===== src/sv/mte_pkg.sv =====
// Package for the Morse text encoder: symbol codes, character constants,
// code table and the segment builder used by the front end.
// No dependencies.
`default_nettype none

package mte_pkg;

  localparam int MAX_CODE_SYMBOLS = 6;

  localparam int CHAR_W   = 8;
  localparam int CODE_W   = 6;  // widest raw code ('!' has six symbols)
  localparam int CLEN_W   = 3;

  // One encoded character: code symbols plus an optional separator.
  localparam int SEG_MAX    = MAX_CODE_SYMBOLS + 1;
  localparam int SEG_LEN_W  = $clog2(SEG_MAX + 1);
  localparam int SEG_IDX_W  = $clog2(SEG_MAX);
  // One input item: held character followed by the flushed one.
  localparam int SEQ_MAX    = 2 * SEG_MAX;
  localparam int SEQ_W      = 2 * SEQ_MAX;
  localparam int CNT_W      = $clog2(SEQ_MAX + 1);

  localparam int QDEPTH     = 2;
  localparam int QPTR_W     = $clog2(QDEPTH);
  localparam int QCNT_W     = $clog2(QDEPTH + 1);

  localparam logic [CHAR_W-1:0] CHAR_SPACE = 8'h20;
  localparam logic [CHAR_W-1:0] CHAR_BANG  = 8'h21;
  localparam logic [CHAR_W-1:0] CHAR_0     = 8'h30;
  localparam logic [CHAR_W-1:0] CHAR_9     = 8'h39;
  localparam logic [CHAR_W-1:0] CHAR_A     = 8'h41;
  localparam logic [CHAR_W-1:0] CHAR_Z     = 8'h5A;

  typedef enum logic [1:0] {
    SYM_DOT   = 2'd0,
    SYM_DASH  = 2'd1,
    SYM_GAP   = 2'd2,
    SYM_SLASH = 2'd3
  } sym_t;

  typedef struct packed {
    logic [CLEN_W-1:0] len;
    logic [CODE_W-1:0] bits;   // first symbol in highest used bit, 1 = dash
  } code_t;

  typedef struct packed {
    sym_t [SEG_MAX-1:0]   syms;  // element 0 goes out first
    logic [SEG_LEN_W-1:0] len;
  } seg_t;

  typedef struct packed {
    logic [SEQ_W-1:0] seq;       // symbol 0 in bits [1:0]
    logic [CNT_W-1:0] len;
  } entry_t;

  typedef struct packed {
    logic full;
    logic avail;
  } q_status_t;

  localparam code_t LETTER_CODES [0:25] = '{
    '{3'd2, 6'd1},  '{3'd4, 6'd8},  '{3'd4, 6'd10}, '{3'd3, 6'd4},
    '{3'd1, 6'd0},  '{3'd4, 6'd2},  '{3'd3, 6'd6},  '{3'd4, 6'd0},
    '{3'd2, 6'd0},  '{3'd4, 6'd7},  '{3'd3, 6'd5},  '{3'd4, 6'd4},
    '{3'd2, 6'd3},  '{3'd2, 6'd2},  '{3'd3, 6'd7},  '{3'd4, 6'd6},
    '{3'd4, 6'd13}, '{3'd3, 6'd2},  '{3'd3, 6'd0},  '{3'd1, 6'd1},
    '{3'd3, 6'd1},  '{3'd4, 6'd1},  '{3'd3, 6'd3},  '{3'd4, 6'd9},
    '{3'd4, 6'd11}, '{3'd4, 6'd12}
  };

  localparam code_t DIGIT_CODES [0:9] = '{
    '{3'd5, 6'd31}, '{3'd5, 6'd15}, '{3'd5, 6'd7},  '{3'd5, 6'd3},
    '{3'd5, 6'd1},  '{3'd5, 6'd0},  '{3'd5, 6'd16}, '{3'd5, 6'd24},
    '{3'd5, 6'd28}, '{3'd5, 6'd30}
  };

  localparam code_t BANG_CODE = '{3'd6, 6'd43};

  function automatic code_t code_lookup(input logic [CHAR_W-1:0] c);
    code_t k;
    k = '0;
    if (c >= CHAR_A && c <= CHAR_Z) begin
      k = LETTER_CODES[5'(c - CHAR_A)];
    end else if (c >= CHAR_0 && c <= CHAR_9) begin
      k = DIGIT_CODES[4'(c - CHAR_0)];
    end else if (c == CHAR_BANG) begin
      k = BANG_CODE;
    end
    return k;
  endfunction

  // Symbols for one character; the separator depends on what follows it.
  function automatic seg_t seg_build(input logic [CHAR_W-1:0] c,
                                     input logic next_space,
                                     input logic at_end);
    seg_t                 s;
    code_t                k;
    logic [SEG_LEN_W-1:0] n;
    logic [CODE_W-1:0]    t;
    s.syms = {SEG_MAX{SYM_DOT}};
    s.len  = '0;
    k      = code_lookup(c);
    t      = '0;
    n = (SEG_LEN_W'(k.len) > SEG_LEN_W'(MAX_CODE_SYMBOLS)) ?
        SEG_LEN_W'(MAX_CODE_SYMBOLS) : SEG_LEN_W'(k.len);
    if (c == CHAR_SPACE) begin
      s.syms[0] = SYM_SLASH;
      s.len     = SEG_LEN_W'(1);
    end else if (k.len != '0) begin
      for (int i = 0; i < MAX_CODE_SYMBOLS; i++) begin
        if (SEG_LEN_W'(i) < n) begin
          t = k.bits >> (int'(k.len) - 1 - i);
          s.syms[i] = t[0] ? SYM_DASH : SYM_DOT;
        end
      end
      if (at_end) begin
        s.syms[n[SEG_IDX_W-1:0]] = SYM_SLASH;
        s.len = n + SEG_LEN_W'(1);
      end else if (!next_space) begin
        s.syms[n[SEG_IDX_W-1:0]] = SYM_GAP;
        s.len = n + SEG_LEN_W'(1);
      end else begin
        s.len = n;
      end
    end
    return s;
  endfunction

endpackage

`default_nettype wire


===== src/sv/mte_if.sv =====
// Channel interfaces of the Morse text encoder: character input and
// symbol output, valid/ready with payload. Depends on mte_pkg.
`default_nettype none

interface mte_in_if import mte_pkg::*; ();
  logic              valid;
  logic              ready;
  logic [CHAR_W-1:0] character;
  logic              end_of_message;

  modport source (output valid, output character, output end_of_message,
                  input ready);
  modport sink   (input valid, input character, input end_of_message,
                  output ready);
endinterface

interface mte_out_if ();
  logic       valid;
  logic       ready;
  logic [1:0] symbol;
  logic       run_last;

  modport source (output valid, output symbol, output run_last, input ready);
  modport sink   (input valid, input symbol, input run_last, output ready);
endinterface

`default_nettype wire


===== src/sv/morse_text_encoder.sv =====
// Top level of the Morse text encoder: front end, sequence queue, back end.
// Depends on mte_pkg, mte_if, mte_front, mte_queue, mte_back.
//
//   channel  dir  payload                            transfer when
//   in_ch    in   character[7:0], end_of_message     valid && ready
//   out_ch   out  symbol[1:0], run_last              valid && ready
//
// One symbol leaves per cycle while out_ch is ready and a run is loaded; an
// item causes 0 to 14 symbols, so the output shifter sets the sustained rate.
// Input is taken every cycle while the two-entry queue has room.
// Synchronous active-low reset; drops the held character.
// Either side may stall; the queue decouples front and back.
`default_nettype none

module morse_text_encoder import mte_pkg::*; (
  input  logic      clk,
  input  logic      rst_n,
  mte_in_if.sink    in_ch,
  mte_out_if.source out_ch
);

  q_status_t q_stat;
  logic      q_push;
  logic      q_pop;
  entry_t    q_in;
  entry_t    q_head;

  mte_front u_front (
    .clk     (clk),
    .rst_n   (rst_n),
    .in_ch   (in_ch),
    .q_stat  (q_stat),
    .q_push  (q_push),
    .q_entry (q_in)
  );

  mte_queue u_queue (
    .clk        (clk),
    .rst_n      (rst_n),
    .push       (q_push),
    .push_entry (q_in),
    .pop        (q_pop),
    .head       (q_head),
    .stat       (q_stat)
  );

  mte_back u_back (
    .clk    (clk),
    .rst_n  (rst_n),
    .q_stat (q_stat),
    .q_head (q_head),
    .q_pop  (q_pop),
    .out_ch (out_ch)
  );

  a_full_blocks_input: assert property (@(posedge clk) disable iff (!rst_n)
    q_stat.full |-> !in_ch.ready)
    else $error("input ready while queue full");

  a_no_push_when_full: assert property (@(posedge clk) disable iff (!rst_n)
    q_push |-> !q_stat.full)
    else $error("queue push while full");

  a_run_contiguous: assert property (@(posedge clk) disable iff (!rst_n)
    (out_ch.valid && out_ch.ready && !out_ch.run_last) |=> out_ch.valid)
    else $error("symbol run broken before its last symbol");

  a_reset_idle: assert property (@(posedge clk)
    !rst_n |=> (!out_ch.valid && !q_stat.avail))
    else $error("output or queue not idle after reset");

endmodule

`default_nettype wire


===== src/sv/mte_front.sv =====
// Front end: holds the pending character, turns each accepted item into at
// most one packed symbol sequence for the queue. Depends on mte_pkg, mte_if.
`default_nettype none

module mte_front import mte_pkg::*; (
  input  logic       clk,
  input  logic       rst_n,
  mte_in_if.sink     in_ch,
  input  q_status_t  q_stat,
  output logic       q_push,
  output entry_t     q_entry
);

  logic [CHAR_W-1:0] held_char_r, held_char_nxt;
  logic              held_valid_r, held_valid_nxt;
  logic              in_xfer;
  seg_t              seg_a, seg_b;

  assign in_ch.ready = !q_stat.full;
  assign in_xfer     = in_ch.valid && in_ch.ready;

  always_comb begin
    seg_a = '0;
    seg_b = '0;
    if (held_valid_r) begin
      seg_a = seg_build(held_char_r, in_ch.character == CHAR_SPACE, 1'b0);
    end
    if (in_ch.end_of_message) begin
      seg_b = seg_build(in_ch.character, 1'b0, 1'b1);
    end
    // second segment lands right after the first one's symbols
    q_entry.seq = SEQ_W'(seg_a.syms) | (SEQ_W'(seg_b.syms) << {seg_a.len, 1'b0});
    q_entry.len = CNT_W'(seg_a.len) + CNT_W'(seg_b.len);
  end

  assign q_push = in_xfer && (q_entry.len != '0);

  always_comb begin
    held_char_nxt  = held_char_r;
    held_valid_nxt = held_valid_r;
    if (in_xfer) begin
      held_char_nxt  = in_ch.end_of_message ? '0 : in_ch.character;
      held_valid_nxt = !in_ch.end_of_message;
    end
  end

  always_ff @(posedge clk) begin
    if (!rst_n) begin
      held_char_r  <= '0;
      held_valid_r <= 1'b0;
    end else begin
      held_char_r  <= held_char_nxt;
      held_valid_r <= held_valid_nxt;
    end
  end

endmodule

`default_nettype wire


===== src/sv/mte_queue.sv =====
// Short FIFO of symbol sequences between front and back.
// Depends on mte_pkg.
`default_nettype none

module mte_queue import mte_pkg::*; (
  input  logic       clk,
  input  logic       rst_n,
  input  logic       push,
  input  entry_t     push_entry,
  input  logic       pop,
  output entry_t     head,
  output q_status_t  stat
);

  entry_t              slots_r [QDEPTH];
  logic [QPTR_W-1:0]   wr_ptr_r, wr_ptr_nxt;
  logic [QPTR_W-1:0]   rd_ptr_r, rd_ptr_nxt;
  logic [QCNT_W-1:0]   count_r, count_nxt;

  assign stat.full  = (count_r == QCNT_W'(QDEPTH));
  assign stat.avail = (count_r != '0);
  assign head       = slots_r[rd_ptr_r];

  always_comb begin
    wr_ptr_nxt = wr_ptr_r;
    rd_ptr_nxt = rd_ptr_r;
    count_nxt  = count_r;
    if (push) begin
      wr_ptr_nxt = (wr_ptr_r == QPTR_W'(QDEPTH - 1)) ? '0 : wr_ptr_r + QPTR_W'(1);
    end
    if (pop) begin
      rd_ptr_nxt = (rd_ptr_r == QPTR_W'(QDEPTH - 1)) ? '0 : rd_ptr_r + QPTR_W'(1);
    end
    if (push && !pop) begin
      count_nxt = count_r + QCNT_W'(1);
    end else if (pop && !push) begin
      count_nxt = count_r - QCNT_W'(1);
    end
  end

  always_ff @(posedge clk) begin
    if (!rst_n) begin
      wr_ptr_r <= '0;
      rd_ptr_r <= '0;
      count_r  <= '0;
    end else begin
      wr_ptr_r <= wr_ptr_nxt;
      rd_ptr_r <= rd_ptr_nxt;
      count_r  <= count_nxt;
    end
  end

  always_ff @(posedge clk) begin
    if (push) begin
      slots_r[wr_ptr_r] <= push_entry;
    end
  end

endmodule

`default_nettype wire


===== src/sv/mte_back.sv =====
// Back end: shifts one symbol per transfer out of the current sequence and
// reloads from the queue without a bubble. Depends on mte_pkg, mte_if.
`default_nettype none

module mte_back import mte_pkg::*; (
  input  logic       clk,
  input  logic       rst_n,
  input  q_status_t  q_stat,
  input  entry_t     q_head,
  output logic       q_pop,
  mte_out_if.source  out_ch
);

  logic [SEQ_W-1:0] seq_r, seq_nxt;
  logic [CNT_W-1:0] left_r, left_nxt;
  logic             busy_r, busy_nxt;
  logic             out_xfer;
  logic             last_sym;

  assign last_sym        = (left_r == CNT_W'(1));
  assign out_ch.valid    = busy_r;
  assign out_ch.symbol   = seq_r[1:0];
  assign out_ch.run_last = last_sym;
  assign out_xfer        = out_ch.valid && out_ch.ready;

  // load when empty, or as the last symbol of the current run leaves
  assign q_pop = q_stat.avail && (!busy_r || (out_xfer && last_sym));

  always_comb begin
    seq_nxt  = seq_r;
    left_nxt = left_r;
    busy_nxt = busy_r;
    if (q_pop) begin
      seq_nxt  = q_head.seq;
      left_nxt = q_head.len;
      busy_nxt = 1'b1;
    end else if (out_xfer) begin
      seq_nxt  = seq_r >> 2;
      left_nxt = left_r - CNT_W'(1);
      busy_nxt = !last_sym;
    end
  end

  always_ff @(posedge clk) begin
    if (!rst_n) begin
      busy_r <= 1'b0;
      left_r <= '0;
    end else begin
      busy_r <= busy_nxt;
      left_r <= left_nxt;
    end
  end

  always_ff @(posedge clk) begin
    seq_r <= seq_nxt;
  end

endmodule

`default_nettype wire

===== src/flat_wrapper.sv =====
// flat-port wrapper written by rule: the top's interface ports become plain ports
module morse_text_encoder_flat import mte_pkg::*;
  (clk, rst_n, in_ch_valid, in_ch_character, in_ch_end_of_message, in_ch_ready, out_ch_valid, out_ch_symbol, out_ch_run_last, out_ch_ready);
  mte_in_if in_ch_i ();
  mte_out_if out_ch_i ();
  input  logic clk;
  input  logic rst_n;
  input wire logic [$bits(in_ch_i.valid)-1:0] in_ch_valid;
  input wire logic [$bits(in_ch_i.character)-1:0] in_ch_character;
  input wire logic [$bits(in_ch_i.end_of_message)-1:0] in_ch_end_of_message;
  output wire logic [$bits(in_ch_i.ready)-1:0] in_ch_ready;
  output wire logic [$bits(out_ch_i.valid)-1:0] out_ch_valid;
  output wire logic [$bits(out_ch_i.symbol)-1:0] out_ch_symbol;
  output wire logic [$bits(out_ch_i.run_last)-1:0] out_ch_run_last;
  input wire logic [$bits(out_ch_i.ready)-1:0] out_ch_ready;
  assign in_ch_i.valid = in_ch_valid;
  assign in_ch_i.character = in_ch_character;
  assign in_ch_i.end_of_message = in_ch_end_of_message;
  assign in_ch_ready = in_ch_i.ready;
  assign out_ch_valid = out_ch_i.valid;
  assign out_ch_symbol = out_ch_i.symbol;
  assign out_ch_run_last = out_ch_i.run_last;
  assign out_ch_i.ready = out_ch_ready;
  morse_text_encoder u_core (.clk(clk), .rst_n(rst_n), .in_ch(in_ch_i), .out_ch(out_ch_i));
endmodule

===== config.mk =====
export PLATFORM = sky130hd
export DESIGN_NAME = morse_text_encoder_flat
export DESIGN_NICKNAME = d
export VERILOG_FILES = /design/src/sv/mte_pkg.sv /design/src/sv/mte_if.sv /design/src/sv/morse_text_encoder.sv /design/src/sv/mte_front.sv /design/src/sv/mte_queue.sv /design/src/sv/mte_back.sv /design/src/flat_wrapper.sv
export SDC_FILE = /design/constraint.sdc
export NUM_CORES = 1
export LEC_CHECK = 0
export BUFFER_PORTS_ARGS = -buffer_cell sky130_fd_sc_hd__buf_2
export CORE_MARGIN = 2
export CORE_UTILIZATION = 50
export CTS_CLUSTER_SIZE = 8
export DETAILED_ROUTE_END_ITERATION = 16
export GPL_TIMING_DRIVEN = 0
export MAX_ROUTING_LAYER = met4
export PLACE_DENSITY = 0.68
export SYNTH_ARGS = -nofsm -noshare
export SYNTH_HDL_FRONTEND = slang
export SYNTH_SLANG_ARGS = --single-unit

===== constraint.sdc =====
create_clock -name clk -period 20.5 [get_ports clk]
set_input_delay 4.1 -clock clk [delete_from_list [all_inputs] [get_ports clk]]
set_output_delay 4.1 -clock clk [all_outputs]
set_load 0.005 [all_outputs]

==> summary.txt <==
Global placement routability congestion = 0.9617
CP dominant cell by count = ha_1
Post-CTS Hold Fix Bufs = 0
FF+latch count, synth = 108
Crit-path leading delay family = buffers and inverters
CP Class = input port to flip-flop
Max VDD drop = 0.00005707 V
Synth warnings = 0
Synthesized cell area = 8274 sq um
Final hold violations = 0
First-pass GRT wire length = 32,810 microns
CP startpoint kind = input port
Routed WL per cell = 17.97 microns
Setup Skew = 8.108 ps
Unrepaired setup endpoints after global routing = false
Clock tree root driver cell = clkbuf_16
HPWL after detailed placement = 15,320 microns
Via count = 6,730
GRT Overall Usage = 23.90%
Syn nets = 938
Die width = 132.6 microns
EDFF count, synth = 89
Core Box Area = 16,410 sq um
Post-cts sizing count = 0
F_max = 94.11 MHz
DRT Wirelength = 20,160 microns
Worst path required time = 20,470 ps
Max-slew violation count = 0
DRC Markers = 0
Share of cells above drive strength 1 = 12.08%
Area leader, netlist = edfxtp_1
Vias in the first global route = 6,432
Total gr overflow = 0
CTS clk-pin slew, worst paths = 70 ps
Syn-to-layout area delta = 8.634%
Drt first pass iters = 5
Leak = 3.325 nW
Primary FF master, synth = edfxtp_1
Crit path DAT = 10,600 ps
Critical path's slowest cell = nor2b_4
Async SR Flop Fraction = 0%
Cell variety after synth = 109
Critical Path Fanout Max = 32
Initial core utilization = 50.43%
Max cap viols = 0
Fin nets = 966
Inst Count DP = 1,106
Post-synth top area share = 32.30%
Initial antenna violation count = 0
CTS tree = yes
# IOs = 18
Register area share after synthesis = 36.90%
Post-CTS setup buffer count = 0
Final setup vio count = 0
Routed Antenna Nets = 0
Die area = 17,590 sq um
Final non-filler cell total = 1,122
Diode count = 0
Port buffer count = 16
Pwr dens = 85.61 nW/um^2
Syn_area_per_cell = 9.522 sq um
Crit path capture type = flip-flop
Die Ht = 132.6 microns
CTS buffer count = 9
Clock Path Buffers = 2
Final Cycle Share = 51.83%
Htree depth = 3
Largest net degree at the start of global routing = 34
Clock latency on the worst-skew pair = 350 ps
Cell Rows = 47
Slowest stage delay, CP = 770 ps
Actual slew at the worst max-slew pin = 910.3 ps
Post-Synthesis Cells = 869
Drt initial violations = 509
CP Buf/Inv Count = 10
Clock Sinks = 108
Status = finished, final reports clean
Min-delay worst type = flip-flop to flip-flop
Slew margin rel. = 39.19%
Main area contributors after synthesis = edfxtp_1, ha_1, mux2i_1, dfxtp_1, a21oi_1
Vias per Instance = 5.998
Tmin final = 10,630 ps
TNS Setup = 0 ps
-- cells by family after synthesis --
family,Yosys count,synth area share [%]
AO/OA/AOI/OAI,255,22.62
XOR/XNOR,16,1.784
adder cells (fa/ha/maj),56,8.559
buffers and inverters,95,4.975
flip-flops,108,36.90
multiplexers,54,7.168
AND/OR/NAND/NOR,285,18.00
-- layer usage --
metal / share of wire, % / global-route usage, % / vias to the layer above
met2: 48 / 39.72 / 201
li1: - / - / 3316
met5: 0 / - / -
met1: 45 / 30.35 / 3178
met4: 2.6 / 7.109 / 0
met3: 4.6 / 3.563 / 35
-- worst min-delay path, cell delays in order, from the launching register on --
cell      delay, ps
dfxtp_1         330
nand2b_1         70
a21boi_0         70
-- report_power, final --
part | internal (mW) | leakage [nW] | switching, mW
clock | 0.107 | 0.156 | 0.0763
sequential | 0.299 | 1.00 | 0.0173
combinational | 0.105 | 2.17 | 0.165
-- path summary, 6_finish.rpt --
path	start	to	slack, ps	depth (start not counted)
worst max-delay path	in_ch_character[1]	u_core.u_queue.slots_r[0][30]$_DFFE_PP_	9870	26
worst max register to register	u_core.u_front.held_char_r[0]$_SDFFE_PN0P_	u_core.u_queue.slots_r[0][30]$_DFFE_PP_	12970	24
worst min register to register	u_core.u_back.left_r[1]$_SDFFE_PN0P_	u_core.u_back.left_r[1]$_SDFFE_PN0P_	510	2
worst min-delay path	u_core.u_back.left_r[1]$_SDFFE_PN0P_	u_core.u_back.left_r[1]$_SDFFE_PN0P_	510	2
-- final cells by class --
type	count	area (sq um)
repair buffers	17	100.1
inverters	49	191.4
clock inverters	3	47.55
multi-input cells	666	4830
plain buffers	46	220.2
well taps	220	275.3
flip-flops and latches	108	3053
fillers	1497	7418
clock buffers	13	271.5
-- state kept, by name, summed over array words and instances (netlist names), named ones only --
| register | cells |
|---|---|
| u_core.u_queue.wr_ptr_r | 1 |
| u_core.u_queue.rd_ptr_r | 1 |
| u_core.u_front.held_char_r | 8 |
| u_core.u_queue.slots_r | 62 |
| u_core.u_back.seq_r | 27 |
| u_core.u_front.held_valid_r | 1 |
| u_core.u_back.out_ch.valid | 1 |
| u_core.u_back.left_r | 4 |
| u_core.u_queue.count_r | 2 |
-- synthesized netlist by cell type (all sizes together), types with 6 or more instances --
library cell and count:
and2 16, nand2 56, a211oi 10, o22ai 11
a21o 8, xor2 6, nand3 23, a21oi 71
clkbuf 25, o21ai 46, a2bb2oi 6, mux2i 48
nor4 7, buf 21, edfxtp 89, nor2b 21
o21bai 6, ha 55, nand2b 15, nor2 81
dfxtp 19, a22oi 6, nor3b 12, o211ai 10
a31o 7, xnor2 10, inv 47, nor3 23
-- layout by cell type, fill, tap and decap left out, drive strengths merged, types with 5 or more instances in the layout --
| cell type | netlist | final |
|---|---|---|
| edfxtp | 89 | 89 |
| nor2 | 81 | 81 |
| a21oi | 71 | 71 |
| nand2 | 56 | 56 |
| ha | 55 | 55 |
| inv | 47 | 49 |
| mux2i | 48 | 48 |
| o21ai | 46 | 46 |
| clkbuf | 25 | 38 |
| buf | 21 | 38 |
| nand3 | 23 | 23 |
| nor3 | 23 | 23 |
| nor2b | 21 | 21 |
| dfxtp | 19 | 19 |
| and2 | 16 | 16 |
| nand2b | 15 | 15 |
| nor3b | 12 | 12 |
| o22ai | 11 | 11 |
| xnor2 | 10 | 10 |
| a211oi | 10 | 10 |
| o211ai | 10 | 10 |
| a21o | 8 | 8 |
| a31o | 7 | 7 |
| nor4 | 7 | 7 |
| xor2 | 6 | 6 |
| a22oi | 6 | 6 |
| o21bai | 6 | 6 |
| a2bb2oi | 6 | 6 |
| o31ai | 5 | 5 |
| a21boi | 5 | 5 |
| nand4 | 5 | 5 |
| and3 | 5 | 5 |
| a211o | 5 | 5 |
| a31oi | 5 | 5 |
-- per-stage QoR --
step	worst slack (ps)	cell area, sq um	hold slack [ps]	utilization [%]	power [mW]
2_1_floorplan	10230	8274	470.1	-	0.5185
3_3_place_gp	8036	8630	496.4	52.60	0.5807
3_5_place_dp	9157	8668	496.9	52.83	0.5907
4_1_cts	9543	8987	509.1	54.78	0.7729
5_1_grt	9374	8989	545.0	54.79	0.8165
6_report	9875	8989	509.1	54.79	0.7695
Power figures use the tool's default switching activity.
